$ cat src/hw/rtl/fatlb_pkg.sv
// ---------------------------------------------------------------------------
// fatlb_pkg
// Shared sizes, op codes, state type and payload structs of the
// fully associative TLB with timestamp LRU replacement.
// ---------------------------------------------------------------------------
package fatlb_pkg;

    // sizes
    localparam int ENTRIES    = 16;
    localparam int VPN_BITS   = 20;
    localparam int PPN_BITS   = 20;
    localparam int STAMP_BITS = 32;
    localparam int PID_BITS   = 16;
    localparam int OP_BITS    = 2;
    localparam int IDX_BITS   = $clog2(ENTRIES);
    localparam int CNT_BITS   = $clog2(ENTRIES + 1);

    // op codes; the fourth code is a no-op
    localparam logic [OP_BITS-1:0] OP_LOOKUP = 2'd0;
    localparam logic [OP_BITS-1:0] OP_FILL   = 2'd1;
    localparam logic [OP_BITS-1:0] OP_INVAL  = 2'd2;

    // sequencer states
    typedef enum logic [1:0] {
        ST_IDLE,
        ST_SCAN,
        ST_FINISH
    } state_t;

    // request item
    typedef struct packed {
        logic [OP_BITS-1:0]  op;
        logic [PID_BITS-1:0] pid;
        logic [VPN_BITS-1:0] vpn;
        logic [PPN_BITS-1:0] ppn;
    } req_t;

    // result item
    typedef struct packed {
        logic                hit;
        logic [PPN_BITS-1:0] phys_page;
    } rsp_t;

    // one entry as stored in the entry memory
    typedef struct packed {
        logic [VPN_BITS-1:0]   tag;
        logic [PPN_BITS-1:0]   frame;
        logic [STAMP_BITS-1:0] stamp;
    } entry_t;

    localparam int ENTRY_BITS = $bits(entry_t);

endpackage

$ cat src/hw/rtl/fatlb_if.sv
// ---------------------------------------------------------------------------
// fatlb_if
// Valid/ready channels for request items and result items.
// ---------------------------------------------------------------------------
interface fatlb_req_if;
    logic                           valid;
    logic                           ready;
    logic [fatlb_pkg::OP_BITS-1:0]  op;
    logic [fatlb_pkg::PID_BITS-1:0] pid;
    logic [fatlb_pkg::VPN_BITS-1:0] vpn;
    logic [fatlb_pkg::PPN_BITS-1:0] ppn;

    modport source (output valid, output op, output pid, output vpn, output ppn,
                    input ready);
    modport sink   (input valid, input op, input pid, input vpn, input ppn,
                    output ready);
endinterface

interface fatlb_rsp_if;
    logic                           valid;
    logic                           ready;
    logic                           hit;
    logic [fatlb_pkg::PPN_BITS-1:0] phys_page;

    modport source (output valid, output hit, output phys_page, input ready);
    modport sink   (input valid, input hit, input phys_page, output ready);
endinterface

$ cat src/hw/rtl/fatlb_ram.sv
// ---------------------------------------------------------------------------
// fatlb_ram
// Simple dual-port synchronous RAM, one write and one registered read port.
// ---------------------------------------------------------------------------
module fatlb_ram #(
    parameter int DEPTH = 16,
    parameter int WIDTH = 72
) (
    input  logic                     clk,
    input  logic                     wr_en,
    input  logic [$clog2(DEPTH)-1:0] wr_addr,
    input  logic [WIDTH-1:0]         wr_data,
    input  logic                     rd_en,
    input  logic [$clog2(DEPTH)-1:0] rd_addr,
    output logic [WIDTH-1:0]         rd_data
);

    logic [WIDTH-1:0] mem [DEPTH];

    // write port
    always_ff @(posedge clk)
    begin
        if (wr_en)
        begin
            mem[wr_addr] <= wr_data;
        end
    end

    // registered read port
    always_ff @(posedge clk)
    begin
        if (rd_en)
        begin
            rd_data <= mem[rd_addr];
        end
    end

endmodule

$ cat src/hw/rtl/fatlb_scan.sv
// ---------------------------------------------------------------------------
// fatlb_scan
// Entry memory, valid bits, use clock and the sequencer that scans one entry
// a cycle for tag match or LRU victim and then writes back.
// ---------------------------------------------------------------------------
module fatlb_scan (
    input  logic                           clk,
    input  logic                           rst_n,
    input  logic                           req_valid,
    output logic                           req_ready,
    input  fatlb_pkg::req_t                req,
    input  logic [fatlb_pkg::PID_BITS-1:0] current_pid,
    output logic                           res_valid,
    input  logic                           res_ready,
    output fatlb_pkg::rsp_t                res
);

    fatlb_pkg::state_t                   state_reg, state_next;
    logic [fatlb_pkg::OP_BITS-1:0]       op_reg, op_next;
    logic [fatlb_pkg::VPN_BITS-1:0]      vpn_reg, vpn_next;
    logic [fatlb_pkg::PPN_BITS-1:0]      ppn_reg, ppn_next;
    logic [fatlb_pkg::CNT_BITS-1:0]      issue_cnt_reg, issue_cnt_next;
    logic                                rd_pend_reg, rd_pend_next;
    logic [fatlb_pkg::IDX_BITS-1:0]      rd_idx_reg, rd_idx_next;
    logic                                found_reg, found_next;
    logic [fatlb_pkg::IDX_BITS-1:0]      tgt_idx_reg, tgt_idx_next;
    logic [fatlb_pkg::PPN_BITS-1:0]      tgt_frame_reg, tgt_frame_next;
    logic [fatlb_pkg::STAMP_BITS-1:0]    best_stamp_reg, best_stamp_next;
    logic [fatlb_pkg::STAMP_BITS-1:0]    clock_reg, clock_next;
    logic [fatlb_pkg::ENTRIES-1:0]       valid_reg, valid_next;

    logic                                ram_wr_en;
    logic [fatlb_pkg::IDX_BITS-1:0]      ram_wr_addr;
    fatlb_pkg::entry_t                   ram_wr_entry;
    logic                                ram_rd_en;
    logic [fatlb_pkg::IDX_BITS-1:0]      ram_rd_addr;
    logic [fatlb_pkg::ENTRY_BITS-1:0]    ram_rd_data;
    fatlb_pkg::entry_t                   rd_entry;

    logic                                any_free;
    logic [fatlb_pkg::IDX_BITS-1:0]      free_idx;
    logic                                is_hit;

    fatlb_ram #(
        .DEPTH (fatlb_pkg::ENTRIES),
        .WIDTH (fatlb_pkg::ENTRY_BITS)
    ) u_ram (
        .clk     (clk),
        .wr_en   (ram_wr_en),
        .wr_addr (ram_wr_addr),
        .wr_data (ram_wr_entry),
        .rd_en   (ram_rd_en),
        .rd_addr (ram_rd_addr),
        .rd_data (ram_rd_data)
    );

    assign rd_entry = fatlb_pkg::entry_t'(ram_rd_data);

    // lowest free entry
    always_comb
    begin
        any_free = 1'b0;
        free_idx = '0;
        for (int i = fatlb_pkg::ENTRIES - 1; i >= 0; i--)
        begin
            if (!valid_reg[i])
            begin
                any_free = 1'b1;
                free_idx = fatlb_pkg::IDX_BITS'(i);
            end
        end
    end

    assign is_hit    = found_reg && (op_reg == fatlb_pkg::OP_LOOKUP);
    assign req_ready = (state_reg == fatlb_pkg::ST_IDLE);
    assign res_valid = (state_reg == fatlb_pkg::ST_FINISH);
    assign res.hit       = is_hit;
    assign res.phys_page = is_hit ? tgt_frame_reg : '0;

    // sequencer: next state, scan evaluation, write-back
    always_comb
    begin
        state_next      = state_reg;
        op_next         = op_reg;
        vpn_next        = vpn_reg;
        ppn_next        = ppn_reg;
        issue_cnt_next  = issue_cnt_reg;
        rd_pend_next    = 1'b0;
        rd_idx_next     = rd_idx_reg;
        found_next      = found_reg;
        tgt_idx_next    = tgt_idx_reg;
        tgt_frame_next  = tgt_frame_reg;
        best_stamp_next = best_stamp_reg;
        clock_next      = clock_reg;
        valid_next      = valid_reg;
        ram_wr_en       = 1'b0;
        ram_wr_addr     = tgt_idx_reg;
        ram_wr_entry    = '{tag: vpn_reg, frame: ppn_reg,
                            stamp: clock_reg + 1'b1};
        ram_rd_en       = 1'b0;
        ram_rd_addr     = issue_cnt_reg[fatlb_pkg::IDX_BITS-1:0];

        case (state_reg)
            fatlb_pkg::ST_IDLE:
            begin
                if (req_valid)
                begin
                    op_next        = req.op;
                    vpn_next       = req.vpn;
                    ppn_next       = req.ppn;
                    issue_cnt_next = '0;
                    found_next     = 1'b0;
                    state_next     = fatlb_pkg::ST_FINISH;
                    case (req.op)
                        fatlb_pkg::OP_LOOKUP,
                        fatlb_pkg::OP_INVAL:
                        begin
                            if (req.pid == current_pid)
                            begin
                                state_next = fatlb_pkg::ST_SCAN;
                            end
                        end
                        fatlb_pkg::OP_FILL:
                        begin
                            if (any_free)
                            begin
                                found_next   = 1'b1;
                                tgt_idx_next = free_idx;
                            end
                            else
                            begin
                                state_next = fatlb_pkg::ST_SCAN;
                            end
                        end
                        default:
                        begin
                            state_next = fatlb_pkg::ST_FINISH;
                        end
                    endcase
                end
            end

            fatlb_pkg::ST_SCAN:
            begin
                // issue one read a cycle
                if (issue_cnt_reg < fatlb_pkg::CNT_BITS'(fatlb_pkg::ENTRIES))
                begin
                    ram_rd_en      = 1'b1;
                    rd_pend_next   = 1'b1;
                    rd_idx_next    = issue_cnt_reg[fatlb_pkg::IDX_BITS-1:0];
                    issue_cnt_next = issue_cnt_reg + 1'b1;
                end
                // evaluate the entry read last cycle
                if (rd_pend_reg)
                begin
                    if (op_reg == fatlb_pkg::OP_FILL)
                    begin
                        if (!found_reg || (rd_entry.stamp < best_stamp_reg))
                        begin
                            found_next      = 1'b1;
                            tgt_idx_next    = rd_idx_reg;
                            best_stamp_next = rd_entry.stamp;
                        end
                    end
                    else if (!found_reg && valid_reg[rd_idx_reg]
                             && (rd_entry.tag == vpn_reg))
                    begin
                        found_next     = 1'b1;
                        tgt_idx_next   = rd_idx_reg;
                        tgt_frame_next = rd_entry.frame;
                    end
                end
                if (!rd_pend_reg
                    && (issue_cnt_reg == fatlb_pkg::CNT_BITS'(fatlb_pkg::ENTRIES)))
                begin
                    state_next = fatlb_pkg::ST_FINISH;
                end
            end

            fatlb_pkg::ST_FINISH:
            begin
                if (res_ready)
                begin
                    state_next = fatlb_pkg::ST_IDLE;
                    case (op_reg)
                        fatlb_pkg::OP_LOOKUP:
                        begin
                            if (found_reg)
                            begin
                                ram_wr_en          = 1'b1;
                                ram_wr_entry.frame = tgt_frame_reg;
                                clock_next         = clock_reg + 1'b1;
                            end
                        end
                        fatlb_pkg::OP_FILL:
                        begin
                            ram_wr_en               = 1'b1;
                            valid_next[tgt_idx_reg] = 1'b1;
                            clock_next              = clock_reg + 1'b1;
                        end
                        fatlb_pkg::OP_INVAL:
                        begin
                            if (found_reg)
                            begin
                                valid_next[tgt_idx_reg] = 1'b0;
                            end
                        end
                        default:
                        begin
                            ram_wr_en = 1'b0;
                        end
                    endcase
                end
            end

            default:
            begin
                state_next = fatlb_pkg::ST_IDLE;
            end
        endcase
    end

    // control registers
    always_ff @(posedge clk or negedge rst_n)
    begin
        if (!rst_n)
        begin
            state_reg     <= fatlb_pkg::ST_IDLE;
            issue_cnt_reg <= '0;
            rd_pend_reg   <= 1'b0;
            found_reg     <= 1'b0;
            clock_reg     <= '0;
            valid_reg     <= '0;
        end
        else
        begin
            state_reg     <= state_next;
            issue_cnt_reg <= issue_cnt_next;
            rd_pend_reg   <= rd_pend_next;
            found_reg     <= found_next;
            clock_reg     <= clock_next;
            valid_reg     <= valid_next;
        end
    end

    // payload registers
    always_ff @(posedge clk)
    begin
        op_reg         <= op_next;
        vpn_reg        <= vpn_next;
        ppn_reg        <= ppn_next;
        rd_idx_reg     <= rd_idx_next;
        tgt_idx_reg    <= tgt_idx_next;
        tgt_frame_reg  <= tgt_frame_next;
        best_stamp_reg <= best_stamp_next;
    end

`ifndef SYNTHESIS
    // memory writes only happen at write-back
    assert property (@(posedge clk) disable iff (!rst_n)
        ram_wr_en |-> (state_reg == fatlb_pkg::ST_FINISH) && res_ready)
        else $error("entry write outside write-back");

    // read data only expected while scanning
    assert property (@(posedge clk) disable iff (!rst_n)
        rd_pend_reg |-> (state_reg == fatlb_pkg::ST_SCAN))
        else $error("pending read outside scan");

    // a completed fill leaves its target valid
    assert property (@(posedge clk) disable iff (!rst_n)
        ((state_reg == fatlb_pkg::ST_FINISH) && res_ready
         && (op_reg == fatlb_pkg::OP_FILL))
        |=> valid_reg[$past(tgt_idx_reg)])
        else $error("fill did not set valid");

    // the use clock only steps by one
    assert property (@(posedge clk) disable iff (!rst_n)
        (clock_reg != $past(clock_reg))
        |-> (clock_reg == fatlb_pkg::STAMP_BITS'($past(clock_reg) + 1'b1)))
        else $error("use clock jumped");

    // a fill always has a target at write-back
    assert property (@(posedge clk) disable iff (!rst_n)
        ((state_reg == fatlb_pkg::ST_FINISH) && (op_reg == fatlb_pkg::OP_FILL))
        |-> found_reg)
        else $error("fill without victim");
`endif

endmodule

$ cat src/hw/rtl/fully_associative_tlb_lru_top.sv
// ---------------------------------------------------------------------------
// fully_associative_tlb_lru_top
// Fully associative TLB with timestamp LRU replacement.
// ---------------------------------------------------------------------------
// Usage:
//   req  valid/ready channel of request items: op (lookup, fill, invalidate),
//        pid, vpn, ppn. One result item on rsp for every request item.
//   rsp  valid/ready channel of result items: hit and phys_page (frame on a
//        lookup hit, else zero).
//   cfg_wr_en/cfg_wr_data write current_pid; write only while the block is
//        idle. Lookup and invalidate match only when pid equals it.
// Operation:
//   entries live in a synchronous RAM with a registered read port that is
//   read one entry a cycle. Lookup and invalidate with matching pid, and
//   fill into a full TLB, scan every entry before the result; a fill into
//   a free entry, a pid mismatch or the unused op go straight to the result.
//   One item is in work at a time; the next is taken the cycle after the
//   previous result has moved to the output register.
// Reset: all entries invalid, use clock and current_pid zero; no sweep.
// Stall: a result waits in the output register while rsp.ready is low;
//   the sequencer holds its write-back until the register is free.
// ---------------------------------------------------------------------------
module fully_associative_tlb_lru_top (
    input  logic                           clk,
    input  logic                           rst_n,
    fatlb_req_if.sink                      req,
    fatlb_rsp_if.source                    rsp,
    input  logic                           cfg_wr_en,
    input  logic [fatlb_pkg::PID_BITS-1:0] cfg_wr_data
);

    logic [fatlb_pkg::PID_BITS-1:0] current_pid_reg;
    logic                           rsp_valid_reg;
    fatlb_pkg::rsp_t                rsp_data_reg;
    fatlb_pkg::req_t                req_item;
    fatlb_pkg::rsp_t                res_item;
    logic                           res_valid;
    logic                           res_ready;

    assign req_item = '{op: req.op, pid: req.pid, vpn: req.vpn, ppn: req.ppn};

    fatlb_scan u_scan (
        .clk         (clk),
        .rst_n       (rst_n),
        .req_valid   (req.valid),
        .req_ready   (req.ready),
        .req         (req_item),
        .current_pid (current_pid_reg),
        .res_valid   (res_valid),
        .res_ready   (res_ready),
        .res         (res_item)
    );

    // configuration register
    always_ff @(posedge clk or negedge rst_n)
    begin
        if (!rst_n)
        begin
            current_pid_reg <= '0;
        end
        else if (cfg_wr_en)
        begin
            current_pid_reg <= cfg_wr_data;
        end
    end

    // output register
    assign res_ready = !rsp_valid_reg || rsp.ready;

    always_ff @(posedge clk or negedge rst_n)
    begin
        if (!rst_n)
        begin
            rsp_valid_reg <= 1'b0;
        end
        else if (res_ready)
        begin
            rsp_valid_reg <= res_valid;
        end
    end

    always_ff @(posedge clk)
    begin
        if (res_ready && res_valid)
        begin
            rsp_data_reg <= res_item;
        end
    end

    assign rsp.valid     = rsp_valid_reg;
    assign rsp.hit       = rsp_data_reg.hit;
    assign rsp.phys_page = rsp_data_reg.phys_page;

endmodule

$ cat src/flat_wrapper.sv
// flat-port wrapper written by rule: the top's interface ports become plain ports
module fully_associative_tlb_lru_top_flat 
  (clk, rst_n, cfg_wr_en, cfg_wr_data, req_valid, req_op, req_pid, req_vpn, req_ppn, req_ready, rsp_valid, rsp_hit, rsp_phys_page, rsp_ready);
  fatlb_req_if req_i ();
  fatlb_rsp_if rsp_i ();
  input  logic clk;
  input  logic rst_n;
  input  logic cfg_wr_en;
  input  logic [fatlb_pkg::PID_BITS-1:0] cfg_wr_data;
  input wire logic [$bits(req_i.valid)-1:0] req_valid;
  input wire logic [$bits(req_i.op)-1:0] req_op;
  input wire logic [$bits(req_i.pid)-1:0] req_pid;
  input wire logic [$bits(req_i.vpn)-1:0] req_vpn;
  input wire logic [$bits(req_i.ppn)-1:0] req_ppn;
  output wire logic [$bits(req_i.ready)-1:0] req_ready;
  output wire logic [$bits(rsp_i.valid)-1:0] rsp_valid;
  output wire logic [$bits(rsp_i.hit)-1:0] rsp_hit;
  output wire logic [$bits(rsp_i.phys_page)-1:0] rsp_phys_page;
  input wire logic [$bits(rsp_i.ready)-1:0] rsp_ready;
  assign req_i.valid = req_valid;
  assign req_i.op = req_op;
  assign req_i.pid = req_pid;
  assign req_i.vpn = req_vpn;
  assign req_i.ppn = req_ppn;
  assign req_ready = req_i.ready;
  assign rsp_valid = rsp_i.valid;
  assign rsp_hit = rsp_i.hit;
  assign rsp_phys_page = rsp_i.phys_page;
  assign rsp_i.ready = rsp_ready;
  fully_associative_tlb_lru_top u_core (.clk(clk), .rst_n(rst_n), .req(req_i), .rsp(rsp_i), .cfg_wr_en(cfg_wr_en), .cfg_wr_data(cfg_wr_data));
endmodule
$ cat config.mk
export PLATFORM = sky130hd
export DESIGN_NAME = fully_associative_tlb_lru_top_flat
export DESIGN_NICKNAME = d
export VERILOG_FILES = /design/src/hw/rtl/fatlb_pkg.sv /design/src/hw/rtl/fatlb_if.sv /design/src/hw/rtl/fatlb_ram.sv /design/src/hw/rtl/fatlb_scan.sv /design/src/hw/rtl/fully_associative_tlb_lru_top.sv /design/src/flat_wrapper.sv
export SDC_FILE = /design/constraint.sdc
export NUM_CORES = 1
export LEC_CHECK = 0
export BUFFER_PORTS_ARGS = -buffer_cell sky130_fd_sc_hd__buf_2
export CAP_MARGIN = 40
export CORE_ASPECT_RATIO = 1.1
export CORE_MARGIN = 2
export CORE_UTILIZATION = 37
export DETAILED_ROUTE_END_ITERATION = 6
export SETUP_SLACK_MARGIN = 0.2
export SLEW_MARGIN = 20
export SYNTH_ARGS = -nofsm -noshare
export SYNTH_HDL_FRONTEND = slang
export SYNTH_SLANG_ARGS = --single-unit
$ cat constraint.sdc
create_clock -name clk -period 7.9 [get_ports clk]
set_clock_uncertainty 0.2 [all_clocks]
set_input_delay 0.395 -clock clk [delete_from_list [all_inputs] [get_ports clk]]
set_output_delay 0.395 -clock clk [all_outputs]
set_load 0.1 [all_outputs]
After elaboration in Yosys (flattened, before gate mapping)
Memories as Yosys holds them, arrays and structs flattened. A register that Yosys moved wholly into a read port is not among the register bits.
Cells that the tools add are included.
Storage, ports and cells
  ROM bits: 0
  bits in latches: 0
  memory bits (writable): 1152
  register bits: 197
  input bits: 79
  memories kept: 1
Operators by class
  div/mod/pow operators: 0
  $add $sub $neg: 2
  equal/unequal tests: 20
  $lt $le $gt $ge: 5
  bitwise logic cells: 4
  multipliers: 0
  reductions and logical operators: 28
  mux-type cells: 78
  shifts and indexed selects: 0
Memory list
  u_core.u_scan.u_ram.mem: depth 16, bits a word 72, rd ports 1, clocked after Yosys merged registers in 1, wr ports 1, line fatlb_ram.sv:18  | logic [WIDTH-1:0] mem [DEPTH];
Operator list (count)
  $mux W4: 23
  $mux W20: 4
  $pmux W32 S2: 1
  $add A32 B1 Y32 const B: 1
  $lt A32 B32 Y1: 1
  $mux W1: 32
  $mux W32: 1
  $pmux W16 S2: 1
  $eq A20 B20 Y1: 1
  $and A16 B16 Y16: 1
  $eq A16 B16 Y1: 1
  $mux W16: 1
  $not A16 Y16: 1
  $or A16 B16 Y16: 1
  $reduce_and A4 Y1: 4
  $ne A2 B2 Y1 const B: 7
  $lt A4 B5 Y1 const B: 2
  $mux W2: 5
  $mux W5: 2
  $pmux W5 S2: 1
  $pmux W4 S2: 1
  $reduce_and A7 Y1: 1
  $eq A2 B1 Y1 const B: 3
  $eq A2 B2 Y1 const B: 3
  other kinds (21): 38

Depth between registers and ports, before layout
Gate-level depths: netlist of the first run.
  depth after elaboration: 20
  depth in mapped cells: 8

Modules after synthesis
From an unflattened synthesis of the first run, not the netlist that was laid out.
Second synthesis, totals
  cell total of the unflattened synthesis: 2575
  area total of the unflattened synthesis: 54638.7 um^2
Modules (own cells, without submodules)
  fatlb_ram: area an instance 45270.9 um^2, cells each 1850, sequential area each 36755.3 um^2, instances 1
  fatlb_scan: area an instance 8044.0 um^2, cells each 666, sequential area each 4489.3 um^2, instances 1
  fully_associative_tlb_lru_top: area an instance 1323.8 um^2, cells each 59, sequential area each 1056.0 um^2, instances 1

Least setup slack after synthesis of the first run
Ideal clock, no wire load.
  path kind: register -> register
  start point: register u_core.rsp_valid_reg (netlist: u_core.rsp.valid)
  end point: memory u_core.u_scan.u_ram.mem[2][0], enable pin
  arrival time: 6.858 ns
  setup slack: 0.251 ns
  cell stages (with the launch flop): 7
  cells stage by stage: dfrtp_1 > nand2b_1 > nand3b_1 > nor3_2 > clkbuf_1 > nand2_1 > nor3_1
Between the ends
  word-level cells in the longest chain between the ends: 6
Ends and longest elaborated chain
  start: declaration: line fully_associative_tlb_lru_top.sv:33  | logic rsp_valid_reg;
  start signal: assignment: line fully_associative_tlb_lru_top.sv:78  | rsp_valid_reg <= res_valid;
  $logic_not A1 Y1: line fully_associative_tlb_lru_top.sv:68  | assign res_ready = !rsp_valid_reg || rsp.ready;
  $logic_or A1 B1 Y1: line fully_associative_tlb_lru_top.sv:68
  $mux W1: line fatlb_scan.sv:182  | if (res_ready)
  $mux W1: line fatlb_scan.sv:103  | case (state_reg)
  $mux W1: line fatlb_ram.sv:23  | if (wr_en)
  $mux W1 (not written as such): line fatlb_ram.sv:25  | mem[wr_addr] <= wr_data;
  end: declaration: line fatlb_ram.sv:18
Every way passes these cells.

Worst setup path in the final report of the first run
  start point: register u_core.rsp_valid_reg (netlist: u_core.rsp.valid)
  end point: memory u_core.u_scan.u_ram.mem[8][34], enable pin
Same word-level chain as after synthesis.

==> results of run 1 <==
## synth_stat cells (all sizes together) (2+ instances only)
master     n  area share (%)
dfrtp     74             3.4
o21bai     2           0.027
buf       42            0.38
mux4     364              15
edfxtp  1347              74
nor3      16            0.19
mux2i      2           0.037
a22o       2           0.032
nand2     60            0.41
o21ai     12            0.11
a211oi     4           0.055
o211ai     2           0.027
nand3b     2           0.027
inv       47            0.32
nor2b      4           0.046
and3       9            0.10
xnor2     56            0.90
mux2      54             1.1
a21oi     19            0.17
nand3     29            0.30
and4       3           0.048
a31oi      2           0.023
nand2b     7           0.080
nor2      57            0.42
nor4       5           0.057
or2        2           0.028
clkbuf    55            0.38
o221ai     2           0.032
nand4     18            0.23
a21o       4           0.055
xor2      42            0.67
o21a       2           0.027
and2      21            0.24
ha        34            0.78
## where the power goes
group          total, mW  internal [mW]  switching [mW]  leakage [nW]
Sequential          8.96           8.74           0.225          13.3
Combinational       1.29          0.360           0.930          4.86
Clock               6.57           3.83            2.74          2.19
Total               16.8           12.9            3.90          20.4
## placed cells by master, fill, tap and decap left out, types with 21 or more instances in the layout
master and instances:
and2_1 21, buf_2 111, buf_4 59, clkbuf_1 25
clkbuf_16 146, clkinv_1 28, dfrtp_1 70, dlygate4sd3_1 79
edfxtp_1 1347, ha_1 34, inv_1 46, mux2_2 54
mux4_2 364, nand2_1 59, nand3_1 27, nor2_1 42
xnor2_1 54, xor2_1 42
## through the flow
stage	cell area, sq um	hold WS (ns)	power (mW)	std cells	setup slack [ns]
after detailed placement	58300	0.156	10.4	4442	3.93
after CTS	63600	0.0901	17.0	4768	4.09
after floorplan	54600	-0.101	9.87	2411	0.251
after global routing	63700	0.116	17.4	4773	3.90
final	63700	0.144	16.8	4773	4.14
after global placement	57700	0.150	10.3	4402	3.79
## worst paths after layout
check | end | from | slack, ns
hold / removal | u_core.u_scan.ppn_reg[4] | req_ppn[4] | 0.14
min in group asynchronous | u_core.u_scan.clock_reg[11] | rst_n | 0.61
hold reg to reg | u_core.u_scan.tgt_frame_reg[17] | u_core.u_scan.u_ram.rd_data[49] | 0.22
setup reg to reg | u_core.u_scan.u_ram.mem[8][34] | u_core.rsp.valid | 4.14
setup / recovery | u_core.u_scan.u_ram.mem[8][34] | u_core.rsp.valid | 4.14
max in group asynchronous | u_core.u_scan.issue_cnt_reg[2] | rst_n | 6.21
## logic make-up (layout without fill, tap and decap cells)
family	Yosys count	after routing	synth area share [%]
AOI/OAI and AO/OA	58	58	0.672
xor gates and xnor gates	98	98	1.57
adders and majority gates	34	34	0.779
buffers and inverters	144	569	1.08
DFF	1421	1421	77.5
muxes	420	420	16.2
and+or+nand+nor	236	236	2.23
## worst max-delay path, cell delays in order (launching register included)
cell,delay (ns)
dfrtp_1,0.39
nand2b_1,0.15
nand3b_1,0.16
nor3_2,0.20
buf_4,0.29
nand2_1,0.27
nor2_4,0.36
buf_4,0.63
buf_4,0.68
## area by class of cell
| cell class | count | area (sq um) |
|---|---|---|
| Clock buffer | 174 | 3790 |
| Sequential cell | 1421 | 42300 |
| Tap cell | 1937 | 2420 |
| Fill cell | 12300 | 82500 |
| Inverter | 47 | 176 |
| Clock inverter | 72 | 721 |
| Multi-Input combinational cell | 846 | 11800 |
| Timing Repair Buffer | 276 | 2420 |
## routing by layer
layer | global-route usage, % | routed length, um | share of wire (%) | vias up
met3 | 2.67 | 5080 | 4.2 | 178
met1 | 20.7 | 50000 | 41 | 13500
met5 | 0 | 0 | 0 | -
met4 | 4.87 | 2760 | 2.3 | 0
met2 | 28.5 | 63400 | 52 | 565
li1 | - | - | - | 10700
## what timing repair did
action	CTS	global route
hold endpoints to repair	138	0
hold buffers	80	0
resized for setup	0	0
==> impl_metrics.env, run 1 <==
export IMPL_run_status="finished clean"
export IMPL_grt_max_degree=170
export IMPL_maxCapViolCount=0
export IMPL_top_register="u_core.u_scan.u_ram.mem"
export IMPL_numPortBuffers=101
export IMPL_syn_inst=2411
export IMPL_cp_end_kind="flop"
export IMPL_synthFlopType="edfxtp_1"
export IMPL_clock_sinks=1421
export IMPL_tightest_slew_ns=1.16
export IMPL_cts_buffer_depth=3
export IMPL_viasPerCell=5.21
export IMPL_cp_required_ns=8.09
export IMPL_cts_htree_levels=4
export IMPL_root_buffer="clkbuf_16"
export IMPL_place_congestion=0.804
export IMPL_cts_setup_buffers=0
export IMPL_finalCriticalPeriod_ns=3.76
export IMPL_cp_max_fo=33
export IMPL_num_vias=24900
export IMPL_diodes=0
export IMPL_setup_viol=0
export IMPL_finalMaxSlewViolations=0
export IMPL_largest_register_ffs=1152
export IMPL_yosysSeqAreaShare_pct=77.5
export IMPL_ant_nets=0
export IMPL_nNetsFinal=2844
export IMPL_wire_per_inst_um=25.4
export IMPL_firstDrtPassIters=5
export IMPL_synth_area_per_cell_sq_um=22.6
export IMPL_clock_latency_ns=0.76
export IMPL_grt_pass1_vias=26800
export IMPL_grt_pass1_wl_um=179000
export IMPL_syn_cell_area_sq_um=54600
export IMPL_fp_dieH_um=407
export IMPL_reg_largest_list="u_core.u_scan.u_ram.mem: 1152 flops, u_core.u_scan.u_ram.rd_data: 72 flops"
export IMPL_cts_tree="yes"
export IMPL_clkTransAtPathRegs_ns=0.06
export IMPL_critPathKind="flop to flop"
export IMPL_post_route_drc_count=0
export IMPL_drive_gt1_share_pct=29.8
export IMPL_dieArea_sq_um=151000
export IMPL_synth_fp_nets=2524
export IMPL_drtIter0Drc=2077
export IMPL_fmax_mhz=266
export IMPL_cts_buffers=139
export IMPL_wl_um=121000
export IMPL_start_util_pct=37.3
export IMPL_leakagePower_nw=20.4
export IMPL_area_growth_pct=16.7
export IMPL_fin_util_pct=43.6
export IMPL_grt_usage_pct=16.3
export IMPL_rr_worst_depth=8
export IMPL_rows=147
export IMPL_peakVddDrop_mv=0.172
export IMPL_antenna_found_initial=0
export IMPL_dp_hpwl_um=67900
export IMPL_hold_path_class="input pin to flop"
export IMPL_critPathArrivalTime_ns=3.94
export IMPL_timing_max_slew_rel_slack_pct=22.4
export IMPL_die_w_um=370
export IMPL_finalHoldViolCount=0
export IMPL_gr_total_overflow=0
export IMPL_hold_depth=2
export IMPL_ys_seq_elements=1421
export IMPL_ios=102
export IMPL_period_share_pct=47.6
export IMPL_ys_warnings_count=0
export IMPL_rsz0062_at_grt="false"
export IMPL_synthArstFlopShare_pct=5.21
export IMPL_core_area_sq_um=146000
export IMPL_p_per_area_nw_per_um2=264
export IMPL_critPathLaunchType="flop"
export IMPL_synthDistinctLibCells=53
export IMPL_fin_tns_setup_ns=0
export IMPL_synth_edf_count=1347
Power figures use the tool's default switching activity.
==> run 2, diff against run 1 <==
==> constraint.sdc (replaced) <==
create_clock -name clk -period 3.14 [get_ports clk]
set_clock_uncertainty 0.2 [all_clocks]
set_input_delay 0.157 -clock clk [delete_from_list [all_inputs] [get_ports clk]]
set_output_delay 0.157 -clock clk [all_outputs]
set_load 0.1 [all_outputs]
==> run 2 against run 1 <==
Non-clock buffer count is 128 higher. Register-to-register slack lost 3.8 ns. Critical path depth fell by 1. Sequential share of layout area is 1.7 points lower. Critical path type unchanged. Power rose to 2.5 times the previous value. Clock power grew to 2.5 times the previous value. Design area increased by 2.6%. Global-route usage up 0.70 points. Fmax increased by 34%.
==> impl_metrics.env, run 2 (same netlist as run 1, synthesis figures left out) <==
export IMPL_place_congestion=0.777
export IMPL_swShare_pct=24.1
export IMPL_p_total_mw=42.6
export IMPL_min_from="req_vpn[8]"
export IMPL_run_status="finished clean"
export IMPL_holdPathEnd="u_core.u_scan.vpn_reg[8]"
export IMPL_hold_depth=2
export IMPL_wire_per_inst_um=25.7
export IMPL_finalCriticalPeriod_ns=2.80
export IMPL_cts_htree_levels=4
export IMPL_final_cell_mix="1347 x edfxtp_1, 364 x mux4_2, 145 x clkbuf_16"
export IMPL_area_growth_pct=19.7
export IMPL_start_util_pct=37.3
export IMPL_ios=102
export IMPL_largest_register_ffs=1152
export IMPL_antenna_found_initial=3
export IMPL_cts_buffer_depth=3
export IMPL_setup_viol=0
export IMPL_n_fill_cell=12100
export IMPL_firstDrtPassIters=6
export IMPL_r2r_start="u_core.u_scan.vpn_reg[19]"
export IMPL_nNetsFinal=2977
export IMPL_grt_max_degree=61
export IMPL_grt_usage_pct=17.0
export IMPL_finalMaxSlewViolations=0
export IMPL_cts_tree="yes"
export IMPL_p_per_area_nw_per_um2=653
export IMPL_hold_slack_ns=0.0300
export IMPL_diodes=0
export IMPL_rows=147
export IMPL_gr_total_overflow=0
export IMPL_die_w_um=370
export IMPL_drive_gt1_share_pct=30.7
export IMPL_peakVddDrop_mv=0.593
export IMPL_rr_worst_depth=7
export IMPL_clkTransAtPathRegs_ns=0.06
export IMPL_numPortBuffers=101
export IMPL_timing_max_slew_rel_slack_pct=46.5
export IMPL_grt_pass1_wl_um=185000
export IMPL_r2r_slack_ns=0.34
export IMPL_final_common_cell="edfxtp_1"
export IMPL_critPathLaunchType="flop"
export IMPL_pwr_share_comb_pct=8.5
export IMPL_leakagePower_nw=21.1
export IMPL_dp_slack_ns=0.0284
export IMPL_viasPerCell=5.26
export IMPL_clock_sinks=1421
export IMPL_cp_max_fo=20
export IMPL_critPathKind="flop to flop"
export IMPL_fin_ws_ns=0.335
export IMPL_cp_required_ns=3.39
export IMPL_maxCapViolCount=0
export IMPL_grt_pass1_vias=27400
export IMPL_tightest_slew_ns=0.802
export IMPL_core_area_sq_um=146000
export IMPL_fmax_mhz=357
export IMPL_clock_latency_ns=0.78
export IMPL_drtIter0Drc=2511
export IMPL_p_int_mw=32.4
export IMPL_rsz0062_at_grt="false"
export IMPL_top_register="u_core.u_scan.u_ram.mem"
export IMPL_p_sw_mw=10.3
export IMPL_p_seq_share_pct=52.8
export IMPL_cts_buffers=144
export IMPL_finalHoldViolCount=0
export IMPL_clockPowerShare_pct=38.7
export IMPL_cts_setup_buffers=0
export IMPL_wl_um=126000
export IMPL_post_route_drc_count=0
export IMPL_dieArea_sq_um=151000
export IMPL_root_buffer="clkbuf_16"
export IMPL_cp_end_kind="flop"
export IMPL_hold_path_class="input pin to flop"
export IMPL_period_share_pct=89.3
export IMPL_r2r_end="u_core.u_scan.tgt_frame_reg[0]"
export IMPL_num_vias=25900
export IMPL_fp_dieH_um=407
export IMPL_dp_hpwl_um=70400
export IMPL_critPathArrivalTime_ns=3.05
export IMPL_ant_nets=0
export IMPL_reg_largest_list="u_core.u_scan.u_ram.mem: 1152 flops, u_core.u_scan.u_ram.rd_data: 72 flops"
## run 2: changes by cell type in the layout (fill, tap and decap cells not counted), sizes merged, moves of 5 or more
cell	before	now
dlygate4sd3	79	137
clkbuf	175	194
buf	196	267
bufinv	13	8
clkinvlp	7	1
clkinv	45	56
## run 2: routing by layer
metal,up-vias,wire [um],GRT usage [%]
met5,-,0,0
met4,0,2160,4.37
met2,819,65600,29.5
met1,13900,51900,22.3
met3,160,6780,2.56
li1,11000,-,-
## run 2: metrics by stage
stage	instance area, sq um	utilization, %	setup TNS (ns)	cells
after CTS	65300	44.7	0	4921
after global placement	59300	40.6	0	4509
after floorplan	54800	-	-305.78	2411
final	65300	44.7	0	4922
after detailed placement	59300	40.6	0	4516
after global routing	65300	44.7	0	4922
## run 2: timing repair
action                                  CTS  global route
endpoints found under the setup margin   16            16
hold buffers                            138             0
hold endpoints to repair                150             0
gates resized for setup                   1             1
## run 2: critical path, stage by stage (launching register included)
cell and delay [ns]:
edfxtp_1 0.60, xor2_1 0.27, nor4_1 0.25, buf_4 0.19
nand4_1 0.12, nor4_1 0.31, and3_1 0.27, buf_12 0.21
## run 2: layout make-up
type                    count  area [sq um]  area share [%]
clock buffers             194          3830            5.87
clock inverters            73           731            1.12
inverters                  47           176           0.270
multi-input cells         846         11900            18.2
flip-flops and latches   1421         42300            64.8
well taps                1937          2420            3.71
repair buffers            404          3930            6.02
## run 2: power by group through the flow
| stage | logic, mW | registers, mW | clock network, mW |
|---|---|---|---|
| 2_1_floorplan | 1.47 | 23.4 | 0 |
| 3_3_place_gp | 3.40 | 22.8 | 0 |
| 3_5_place_dp | 3.50 | 22.9 | 0 |
| 4_1_cts | 3.66 | 22.5 | 16.9 |
| 5_1_grt | 3.83 | 22.6 | 17.6 |
| 6_report | 3.61 | 22.5 | 16.5 |
## run 2: worst max path at each step
stage	start	end	depth (start not counted)
4_1_cts	u_core.u_scan.clock_reg[7]	u_core.u_scan.u_ram.mem[8][31]	6
6_report	u_core.u_scan.vpn_reg[19]	u_core.u_scan.tgt_frame_reg[0]	7
3_3_place_gp	u_core.u_scan.clock_reg[0]	u_core.u_scan.u_ram.mem[6][24]	6
2_1_floorplan	u_core.rsp.valid	u_core.u_scan.u_ram.mem[2][0]	6
5_1_grt	u_core.u_scan.vpn_reg[19]	u_core.u_scan.tgt_frame_reg[5]	7
3_5_place_dp	u_core.u_scan.clock_reg[0]	u_core.u_scan.u_ram.mem[15][24]	6
